[src/sv/hslrgb_pkg.sv]
`timescale 1ns / 1ps
// ============================================================================
// hslrgb_pkg
// Shared constants and types for the HSL to RGB converter.
// ============================================================================
package hslrgb_pkg;

    // Field widths
    localparam int IN_W  = 16;
    localparam int OUT_W = 8;

    // Scales: saturation/lightness use 65535 as 1.0, hue uses 65536 as 1.0
    localparam logic [16:0] UNIT_SL = 17'd65535;
    localparam logic [16:0] HUE_ONE = 17'd65536;

    // Internal widths
    localparam int T_W    = 17;  // hue position term, 0..65536
    localparam int N_W    = 32;  // chroma numerator a * s
    localparam int K_W    = 33;  // 2 * l * 65535 - n
    localparam int XP_W   = 49;  // n * t
    localparam int W_W    = 51;  // channel numerator over D / 255
    localparam int P_W    = W_W + 8;
    localparam int Y_W    = P_W - 17;
    localparam int Q0_W   = Y_W - 32;
    localparam int R_W    = 33;
    localparam int NUM_CH = 3;
    localparam int STAGES = 7;

    // Common denominator 2 * 65535^2 * 65536
    localparam logic [W_W-1:0] DEN =
        W_W'(64'd2 * 64'd65535 * 64'd65535 * 64'd65536);
    // 65535^2, divisor of the final quotient step
    localparam logic [R_W-1:0] U2      = R_W'(64'd4294836225);
    localparam logic [R_W-1:0] R_LIMIT = R_W'(64'd8589672450);
    localparam logic [Q0_W-1:0] Q0_MAX = Q0_W'(255);
    localparam logic [OUT_W-1:0] CH_MAX = 8'd255;

    // Sixth of the hue circle
    typedef enum logic [2:0] {
        SIX_RED_YEL = 3'd0,
        SIX_YEL_GRN = 3'd1,
        SIX_GRN_CYN = 3'd2,
        SIX_CYN_BLU = 3'd3,
        SIX_BLU_MAG = 3'd4,
        SIX_MAG_RED = 3'd5
    } sixth_t;

    // Channel lanes
    localparam int CH_R = 0;
    localparam int CH_G = 1;
    localparam int CH_B = 2;

endpackage

[src/sv/hsl_to_rgb_converter_unit.sv]
`timescale 1ns / 1ps
// Each stage is one register; an accepted item reaches m_valid through all of them.
// Throughput: one item per cycle while m_ready holds no result back; each stage stalls only when the stage after
// it is full and blocked, so bubbles collapse under output back-pressure.
// Reset (aresetn low at a clock edge) clears all stage valid bits; datapath
// registers are not reset.
// ============================================================================
// hsl_to_rgb_converter_unit
// Fixed-point HSL to 8-bit RGB conversion in a seven-stage pipeline.
// ============================================================================
module hsl_to_rgb_converter_unit (
    input  logic                           aclk,
    input  logic                           aresetn,
    input  logic                           s_valid,
    output logic                           s_ready,
    input  logic [hslrgb_pkg::IN_W-1:0]    s_hue,
    input  logic [hslrgb_pkg::IN_W-1:0]    s_saturation,
    input  logic [hslrgb_pkg::IN_W-1:0]    s_lightness,
    output logic                           m_valid,
    input  logic                           m_ready,
    output logic [hslrgb_pkg::OUT_W-1:0]   m_red,
    output logic [hslrgb_pkg::OUT_W-1:0]   m_green,
    output logic [hslrgb_pkg::OUT_W-1:0]   m_blue
);

    localparam int S = hslrgb_pkg::STAGES;

    // ------------------------------------------------------------------
    // Stage control
    // ------------------------------------------------------------------
    logic [S-1:0] v_reg;
    logic [S-1:0] v_next;
    logic [S-1:0] en;

    // A stage loads when it is empty or its content moves on
    always_comb begin
        en[S-1] = !v_reg[S-1] || m_ready;
        for (int i = S - 2; i >= 0; i--) begin
            en[i] = !v_reg[i] || en[i+1];
        end
    end

    always_comb begin
        v_next[0] = en[0] ? s_valid : v_reg[0];
        for (int i = 1; i < S; i++) begin
            v_next[i] = en[i] ? v_reg[i-1] : v_reg[i];
        end
    end

    always_ff @(posedge aclk) begin
        if (!aresetn) begin
            v_reg <= '0;
        end else begin
            v_reg <= v_next;
        end
    end

    assign s_ready = en[0];
    assign m_valid = v_reg[S-1];

    // ------------------------------------------------------------------
    // Stage 1: 1 - |2l - 1| and hue position within its pair of sixths
    // ------------------------------------------------------------------
    logic [16:0]                      twol;
    logic [16:0]                      ldist;
    logic [18:0]                      h6;
    logic [16:0]                      p;
    logic [16:0]                      dp;
    logic [hslrgb_pkg::IN_W-1:0]      a_next;
    logic [hslrgb_pkg::T_W-1:0]       t1_next;

    logic [hslrgb_pkg::IN_W-1:0]      a_reg;
    logic [hslrgb_pkg::IN_W-1:0]      sat1_reg;
    logic [hslrgb_pkg::IN_W-1:0]      lit1_reg;
    hslrgb_pkg::sixth_t               sixth1_reg;
    logic [hslrgb_pkg::T_W-1:0]       t1_reg;

    always_comb begin
        twol    = {s_lightness, 1'b0};
        ldist   = (twol >= hslrgb_pkg::UNIT_SL) ? twol - hslrgb_pkg::UNIT_SL
                                                : hslrgb_pkg::UNIT_SL - twol;
        a_next  = 16'(hslrgb_pkg::UNIT_SL - ldist);
        h6      = {1'b0, s_hue, 2'b00} + {2'b00, s_hue, 1'b0};
        p       = h6[16:0];
        dp      = (p >= hslrgb_pkg::HUE_ONE) ? p - hslrgb_pkg::HUE_ONE
                                             : hslrgb_pkg::HUE_ONE - p;
        t1_next = hslrgb_pkg::HUE_ONE - dp;
    end

    always_ff @(posedge aclk) begin
        if (en[0]) begin
            a_reg      <= a_next;
            sat1_reg   <= s_saturation;
            lit1_reg   <= s_lightness;
            sixth1_reg <= hslrgb_pkg::sixth_t'(h6[18:16]);
            t1_reg     <= t1_next;
        end
    end

    // ------------------------------------------------------------------
    // Stage 2: chroma numerator n = a * s
    // ------------------------------------------------------------------
    logic [hslrgb_pkg::N_W-1:0]       n2_reg;
    logic [hslrgb_pkg::IN_W-1:0]      lit2_reg;
    hslrgb_pkg::sixth_t               sixth2_reg;
    logic [hslrgb_pkg::T_W-1:0]       t2_reg;

    always_ff @(posedge aclk) begin
        if (en[1]) begin
            n2_reg     <= hslrgb_pkg::N_W'(a_reg) * hslrgb_pkg::N_W'(sat1_reg);
            lit2_reg   <= lit1_reg;
            sixth2_reg <= sixth1_reg;
            t2_reg     <= t1_reg;
        end
    end

    // ------------------------------------------------------------------
    // Stage 3: secondary product n * t and offset term 2*l*65535 - n
    // ------------------------------------------------------------------
    logic [31:0]                      litu;
    logic [hslrgb_pkg::K_W-1:0]       k_next;

    logic [hslrgb_pkg::XP_W-1:0]      xp3_reg;
    logic [hslrgb_pkg::K_W-1:0]       k3_reg;
    logic [hslrgb_pkg::N_W-1:0]       n3_reg;
    hslrgb_pkg::sixth_t               sixth3_reg;

    always_comb begin
        litu   = {lit2_reg, 16'h0000} - {16'h0000, lit2_reg};
        k_next = {litu, 1'b0} - {1'b0, n2_reg};
    end

    always_ff @(posedge aclk) begin
        if (en[2]) begin
            xp3_reg    <= hslrgb_pkg::XP_W'(n2_reg) * hslrgb_pkg::XP_W'(t2_reg);
            k3_reg     <= k_next;
            n3_reg     <= n2_reg;
            sixth3_reg <= sixth2_reg;
        end
    end

    // ------------------------------------------------------------------
    // Stage 4: channel numerators and arrangement by hue sixth
    // ------------------------------------------------------------------
    logic [hslrgb_pkg::W_W-1:0] wk;
    logic [hslrgb_pkg::W_W-1:0] wc;
    logic [hslrgb_pkg::W_W-1:0] wx;
    logic [hslrgb_pkg::W_W-1:0] w_next [hslrgb_pkg::NUM_CH];
    logic [hslrgb_pkg::W_W-1:0] w4_reg [hslrgb_pkg::NUM_CH];

    always_comb begin
        wk = hslrgb_pkg::W_W'({k3_reg, 16'h0000});
        wc = hslrgb_pkg::W_W'({n3_reg, 17'h00000}) + wk;
        wx = hslrgb_pkg::W_W'({xp3_reg, 1'b0}) + wk;
        case (sixth3_reg)
            hslrgb_pkg::SIX_RED_YEL: begin
                w_next[hslrgb_pkg::CH_R] = wc;
                w_next[hslrgb_pkg::CH_G] = wx;
                w_next[hslrgb_pkg::CH_B] = wk;
            end
            hslrgb_pkg::SIX_YEL_GRN: begin
                w_next[hslrgb_pkg::CH_R] = wx;
                w_next[hslrgb_pkg::CH_G] = wc;
                w_next[hslrgb_pkg::CH_B] = wk;
            end
            hslrgb_pkg::SIX_GRN_CYN: begin
                w_next[hslrgb_pkg::CH_R] = wk;
                w_next[hslrgb_pkg::CH_G] = wc;
                w_next[hslrgb_pkg::CH_B] = wx;
            end
            hslrgb_pkg::SIX_CYN_BLU: begin
                w_next[hslrgb_pkg::CH_R] = wk;
                w_next[hslrgb_pkg::CH_G] = wx;
                w_next[hslrgb_pkg::CH_B] = wc;
            end
            hslrgb_pkg::SIX_BLU_MAG: begin
                w_next[hslrgb_pkg::CH_R] = wx;
                w_next[hslrgb_pkg::CH_G] = wk;
                w_next[hslrgb_pkg::CH_B] = wc;
            end
            default: begin
                w_next[hslrgb_pkg::CH_R] = wc;
                w_next[hslrgb_pkg::CH_G] = wk;
                w_next[hslrgb_pkg::CH_B] = wx;
            end
        endcase
    end

    always_ff @(posedge aclk) begin
        if (en[3]) begin
            for (int c = 0; c < hslrgb_pkg::NUM_CH; c++) begin
                w4_reg[c] <= w_next[c];
            end
        end
    end

    // ------------------------------------------------------------------
    // Stage 5: scale by 255 and drop the 2^17 part of the denominator
    // ------------------------------------------------------------------
    logic [hslrgb_pkg::P_W-1:0] prod  [hslrgb_pkg::NUM_CH];
    logic [hslrgb_pkg::Y_W-1:0] y5_reg [hslrgb_pkg::NUM_CH];

    always_comb begin
        for (int c = 0; c < hslrgb_pkg::NUM_CH; c++) begin
            prod[c] = {w4_reg[c], 8'h00} - hslrgb_pkg::P_W'(w4_reg[c]);
        end
    end

    always_ff @(posedge aclk) begin
        if (en[4]) begin
            for (int c = 0; c < hslrgb_pkg::NUM_CH; c++) begin
                y5_reg[c] <= prod[c][hslrgb_pkg::P_W-1:17];
            end
        end
    end

    // ------------------------------------------------------------------
    // Stage 6: divide by 65535^2, estimate y >> 32 and its remainder
    // ------------------------------------------------------------------
    logic [hslrgb_pkg::Q0_W-1:0] q0_next [hslrgb_pkg::NUM_CH];
    logic [hslrgb_pkg::R_W-1:0]  r_next  [hslrgb_pkg::NUM_CH];
    logic [hslrgb_pkg::Q0_W-1:0] q06_reg [hslrgb_pkg::NUM_CH];
    logic [hslrgb_pkg::R_W-1:0]  r6_reg  [hslrgb_pkg::NUM_CH];

    // q0 * 65535^2 = q0 * 2^32 - q0 * 2^17 + q0
    always_comb begin
        for (int c = 0; c < hslrgb_pkg::NUM_CH; c++) begin
            q0_next[c] = y5_reg[c][hslrgb_pkg::Y_W-1:32];
            r_next[c]  = {1'b0, y5_reg[c][31:0]}
                       + hslrgb_pkg::R_W'({q0_next[c], 17'h00000})
                       - hslrgb_pkg::R_W'(q0_next[c]);
        end
    end

    always_ff @(posedge aclk) begin
        if (en[5]) begin
            for (int c = 0; c < hslrgb_pkg::NUM_CH; c++) begin
                q06_reg[c] <= q0_next[c];
                r6_reg[c]  <= r_next[c];
            end
        end
    end

    // ------------------------------------------------------------------
    // Stage 7: quotient correction and saturation at 255
    // ------------------------------------------------------------------
    logic [hslrgb_pkg::Q0_W:0]    q_full  [hslrgb_pkg::NUM_CH];
    logic [hslrgb_pkg::OUT_W-1:0] ch_next [hslrgb_pkg::NUM_CH];
    logic [hslrgb_pkg::OUT_W-1:0] ch7_reg [hslrgb_pkg::NUM_CH];

    always_comb begin
        for (int c = 0; c < hslrgb_pkg::NUM_CH; c++) begin
            q_full[c]  = {1'b0, q06_reg[c]}
                       + (hslrgb_pkg::Q0_W + 1)'(r6_reg[c] >= hslrgb_pkg::U2);
            ch_next[c] = (q_full[c] > (hslrgb_pkg::Q0_W + 1)'(hslrgb_pkg::CH_MAX))
                       ? hslrgb_pkg::CH_MAX
                       : q_full[c][hslrgb_pkg::OUT_W-1:0];
        end
    end

    always_ff @(posedge aclk) begin
        if (en[6]) begin
            for (int c = 0; c < hslrgb_pkg::NUM_CH; c++) begin
                ch7_reg[c] <= ch_next[c];
            end
        end
    end

    assign m_red   = ch7_reg[hslrgb_pkg::CH_R];
    assign m_green = ch7_reg[hslrgb_pkg::CH_G];
    assign m_blue  = ch7_reg[hslrgb_pkg::CH_B];

    // ------------------------------------------------------------------
    // Assertions
    // ------------------------------------------------------------------
    a_reset_empties: assert property (@(posedge aclk)
        !aresetn |=> !m_valid)
        else $error("result valid after reset");

    a_accept_fills: assert property (@(posedge aclk) disable iff (!aresetn)
        (s_valid && s_ready) |=> v_reg[0])
        else $error("accepted item not held in first stage");

    a_num_bound: assert property (@(posedge aclk) disable iff (!aresetn)
        v_reg[3] |-> (w4_reg[0] <= hslrgb_pkg::DEN && w4_reg[1] <= hslrgb_pkg::DEN
                      && w4_reg[2] <= hslrgb_pkg::DEN))
        else $error("channel numerator above full scale");

    a_div_bound: assert property (@(posedge aclk) disable iff (!aresetn)
        v_reg[5] |-> (q06_reg[0] <= hslrgb_pkg::Q0_MAX && r6_reg[0] < hslrgb_pkg::R_LIMIT
                      && q06_reg[1] <= hslrgb_pkg::Q0_MAX && r6_reg[1] < hslrgb_pkg::R_LIMIT
                      && q06_reg[2] <= hslrgb_pkg::Q0_MAX && r6_reg[2] < hslrgb_pkg::R_LIMIT))
        else $error("quotient estimate off by more than one");

endmodule

[config.mk]
export PLATFORM = sky130hd
export DESIGN_NAME = hsl_to_rgb_converter_unit
export DESIGN_NICKNAME = d
export VERILOG_FILES = /design/src/sv/hslrgb_pkg.sv /design/src/sv/hsl_to_rgb_converter_unit.sv
export SDC_FILE = /design/constraint.sdc
export NUM_CORES = 2
export LEC_CHECK = 0
export BUFFER_PORTS_ARGS = -buffer_cell sky130_fd_sc_hd__buf_2
export CORE_ASPECT_RATIO = 1.75
export CORE_UTILIZATION = 60
export CTS_CLUSTER_DIAMETER = 60
export CTS_CLUSTER_SIZE = 10
export DETAILED_ROUTE_END_ITERATION = 8
export PLACE_DENSITY = 0.76
export SETUP_SLACK_MARGIN = 0.02
export SKIP_CTS_REPAIR_TIMING = 1
export SLEW_MARGIN = 20
export SYNTH_ARGS = -nofsm -noshare
export SYNTH_HDL_FRONTEND = slang
export SYNTH_SLANG_ARGS = --single-unit
[constraint.sdc]
create_clock -name aclk -period 7.39 [get_ports aclk]
set_input_delay 1.8475 -clock aclk [delete_from_list [all_inputs] [get_ports aclk]]
set_output_delay 1.8475 -clock aclk [all_outputs]
set_load 0.01 [all_outputs]
==> out/metrics.cfg <==
[status]
status = finished, final reports clean

[floorplanning]
die_x_microns = 254.2
io_pins = 78
num_rows = 161
core-area_sq_um = 110200
die_y_microns = 443.4
start_util_pct = 60.62
dieArea_sq_um = 112700

[grt]
grt_max_degree = 145
met3_usage_pct = 4.233
grt-ovfl-total = 0
use_met1_pct = 29.45
grt-busiest-layer = met2
grt_pass1_wl_mm = 274.4
grt_pass1_vias = 52210
grt_util_met2_pct = 60.98
grt_antenna_before_repair = 9
gr-usage-all-layers_pct = 32.03

[sta]
slew_violations = 0
finClkSkew_ns = 0.03394
max_slew_margin_pct = 6.650
finalCritPeriodShare_pct = 96.06
worstMarginPinSlew_ns = 1.386
rsz0062_at_grt = false
max_freq_ghz = 0.1409
period_needed_ns = 7.099
hold_violations = 0
final-setup-viol-count = 0

[hold_path]
min_from = lit1_reg[13]
hold_end = lit2_reg[13]
min_path_type = flip-flop to flip-flop
whs_path_depth = 0

[synth]
muxShareOfSynthArea_pct = 0.4552
synthAdderAreaFrac_pct = 29.71
syn_inst = 6844
syn_area_per_cell_sq_um = 9.760
yosysSeqAreaShare_pct = 30.24
synth_edf_count = 668
synth_ff_type = edfxtp_1
syn_nets = 8128
synth-compound-area-share_pct = 12.54
synth_top_area_share_pct = 30.03
synth_common_cells = inv_1, nand2_1, edfxtp_1
syn_area_sq_um = 66800
yosys_warnings = 0
synth_top_family_by_area = adder cells
synthDistinctLibCells = 117
synth_xor_area_share_pct = 5.636
synth.most_common_cell = inv_1
ys_seq_elements = 675
async_flop_share_pct = 0
yosysTopAreaCell = edfxtp_1
synth_area_leaders = edfxtp_1, fa_1, ha_1, inv_1, nand2_1
synth-simple-area-share_pct = 13.84

[placed_design]
io_buffers = 77
place_congestion = 1.005
postPlaceCellArea_sq_um = 69430
hpwl_mm = 145.2

[detailed_routing]
wl_per_cell_microns = 20.92
dr.pass1.iters = 6
drc = 0
via_per_inst = 5.869
ant_nets = 0
drtIter0Drc = 2778
vias = 49800
drt_wl_total_mm = 177.4

[critical_path]
path_cells = buf_4, and2_1, fa_1, fa_1, fa_1, fa_1, fa_1, inv_1, fa_1, inv_1, ha_1, a21o_1, a21o_1, a21oi_2, o21ai_1, a21o_1, a311oi_4, nor2_1, a311oi_2, o22ai_1, o41ai_2, xnor2_1
cp_max_fo = 11
r2r_cells = 22
r2r_start = n2_reg[9]
cp.arrival_ns = 7.53
reg2reg_to = xp3_reg[45]
crit_path_end_kind = flip-flop
cp-start-kind = flip-flop
critPathRequiredTime_ns = 7.82
rrSetupSlack_ns = 0.29
cpMostUsedCell = fa_1
critical_path_class = flip-flop to flip-flop
cpPeakStageDelay_ns = 0.54
critPathSlowestCell = edfxtp_1

[clock_tree]
cts_sinks = 675
tritoncts = yes
cts_buffers = 80
clockBufferDepth = 3
insertion_delay_ns = 0.71
path_clk_slew_ns = 0.06
root_buffer = clkbuf_16
htree_num_levels = 3

[cells_and_area]
layout-drive-gt1-share_pct = 6.680
largest_reg_flops = 144
finalNetCount = 8270
multi_input_area_sq_um = 41630
seq_area_sq_um = 20200
design_area_sq_um = 72220
fillers = 8667
syn_to_final_growth_pct = 8.122

[run]
max_cap_violations = 0

through the flow:
step	instances	setup TNS [ns]	hold slack, ns	util, %	worst slack, ns
2_1_floorplan	6844	0	0.4003	-	0.7951
3_5_place_dp	8328	-0.04600	0.4045	63.01	-0.04600
3_3_place_gp	8328	0	0.4024	63.01	0.03398
6_report	8484	0	0.4110	65.54	0.2910
5_1_grt	8478	0	0.4219	65.53	0.01496
4_1_cts	8430	-0.07497	0.4132	65.03	-0.07497
worst max path at each step:
stage | cells after the start | startpoint | endpoint
3_3_place_gp | 22 | t2_reg[10] | xp3_reg[36]
2_1_floorplan | 24 | n2_reg[7] | xp3_reg[45]
4_1_cts | 22 | t2_reg[10] | xp3_reg[36]
3_5_place_dp | 22 | t2_reg[10] | xp3_reg[36]
6_report | 22 | n2_reg[9] | xp3_reg[45]
5_1_grt | 22 | n2_reg[24] | xp3_reg[45]
area by class of cell:
type | instances | area share [%]
Clock buffer | 90 | 2.883
Tap cell | 1467 | 2.541
Timing Repair Buffer | 258 | 2.741
Inverter | 1149 | 5.979
Antenna cell | 11 | 0.03811
Sequential cell | 675 | 27.97
Multi-Input combinational cell | 4822 | 57.64
Clock inverter | 12 | 0.2079
worst max-delay path: cells and delay by family, from the launching register on:
family / cells / cell delay (ns)
xor+xnor: 1 / 0.09
compound gates: 9 / 2.09
flops: 1 / 0.54
simple gates: 2 / 0.32
fa+ha+maj: 7 / 3.44
buf+inv: 3 / 0.36
metal layers:
layer / part of all wire [%] / routed length (microns)
met1: 32 / 57210
met2: 54 / 96400
met3: 4.0 / 7073
met4: 9.4 / 16740
met5: 0.0073 / 13
cells by family (layout without fill, tap and decap cells):
group | Yosys count | count (layout)
buffers and inverters | 1347 | 1509
xor gates and xnor gates | 429 | 429
muxes | 29 | 29
AOI/OAI and AO/OA | 1248 | 1248
other | 0 | 11
DFF | 675 | 675
adders and majority gates | 1232 | 1232
and+or+nand+nor | 1884 | 1884
cell usage in the layout (no fill, tap or decap), drive strengths merged, types with 20 or more instances in the layout:
cell type / synthesis / routed
nor2: 320 / 320
a21oi: 376 / 376
a21o: 191 / 191
nor4: 23 / 23
fa: 590 / 590
nand2b: 48 / 48
ha: 642 / 642
and3: 58 / 58
clkbuf: 186 / 90
a221oi: 28 / 28
a31oi: 42 / 42
nand3: 88 / 88
xnor2: 284 / 284
inv: 1147 / 1151
xor2: 145 / 145
o22ai: 33 / 33
edfxtp: 668 / 668
o21a: 46 / 46
and2: 358 / 358
buf: 12 / 258
o21bai: 64 / 64
a211oi: 33 / 33
o211ai: 28 / 28
or3: 28 / 28
o21ai: 214 / 214
nand4: 67 / 67
or2: 20 / 20
nand2: 683 / 683
nor2b: 59 / 59
o31ai: 25 / 25
nor3: 81 / 81
Power is not shown: default switching activity piles up to over one toggle a cycle in this logic, so the estimate is an artifact.
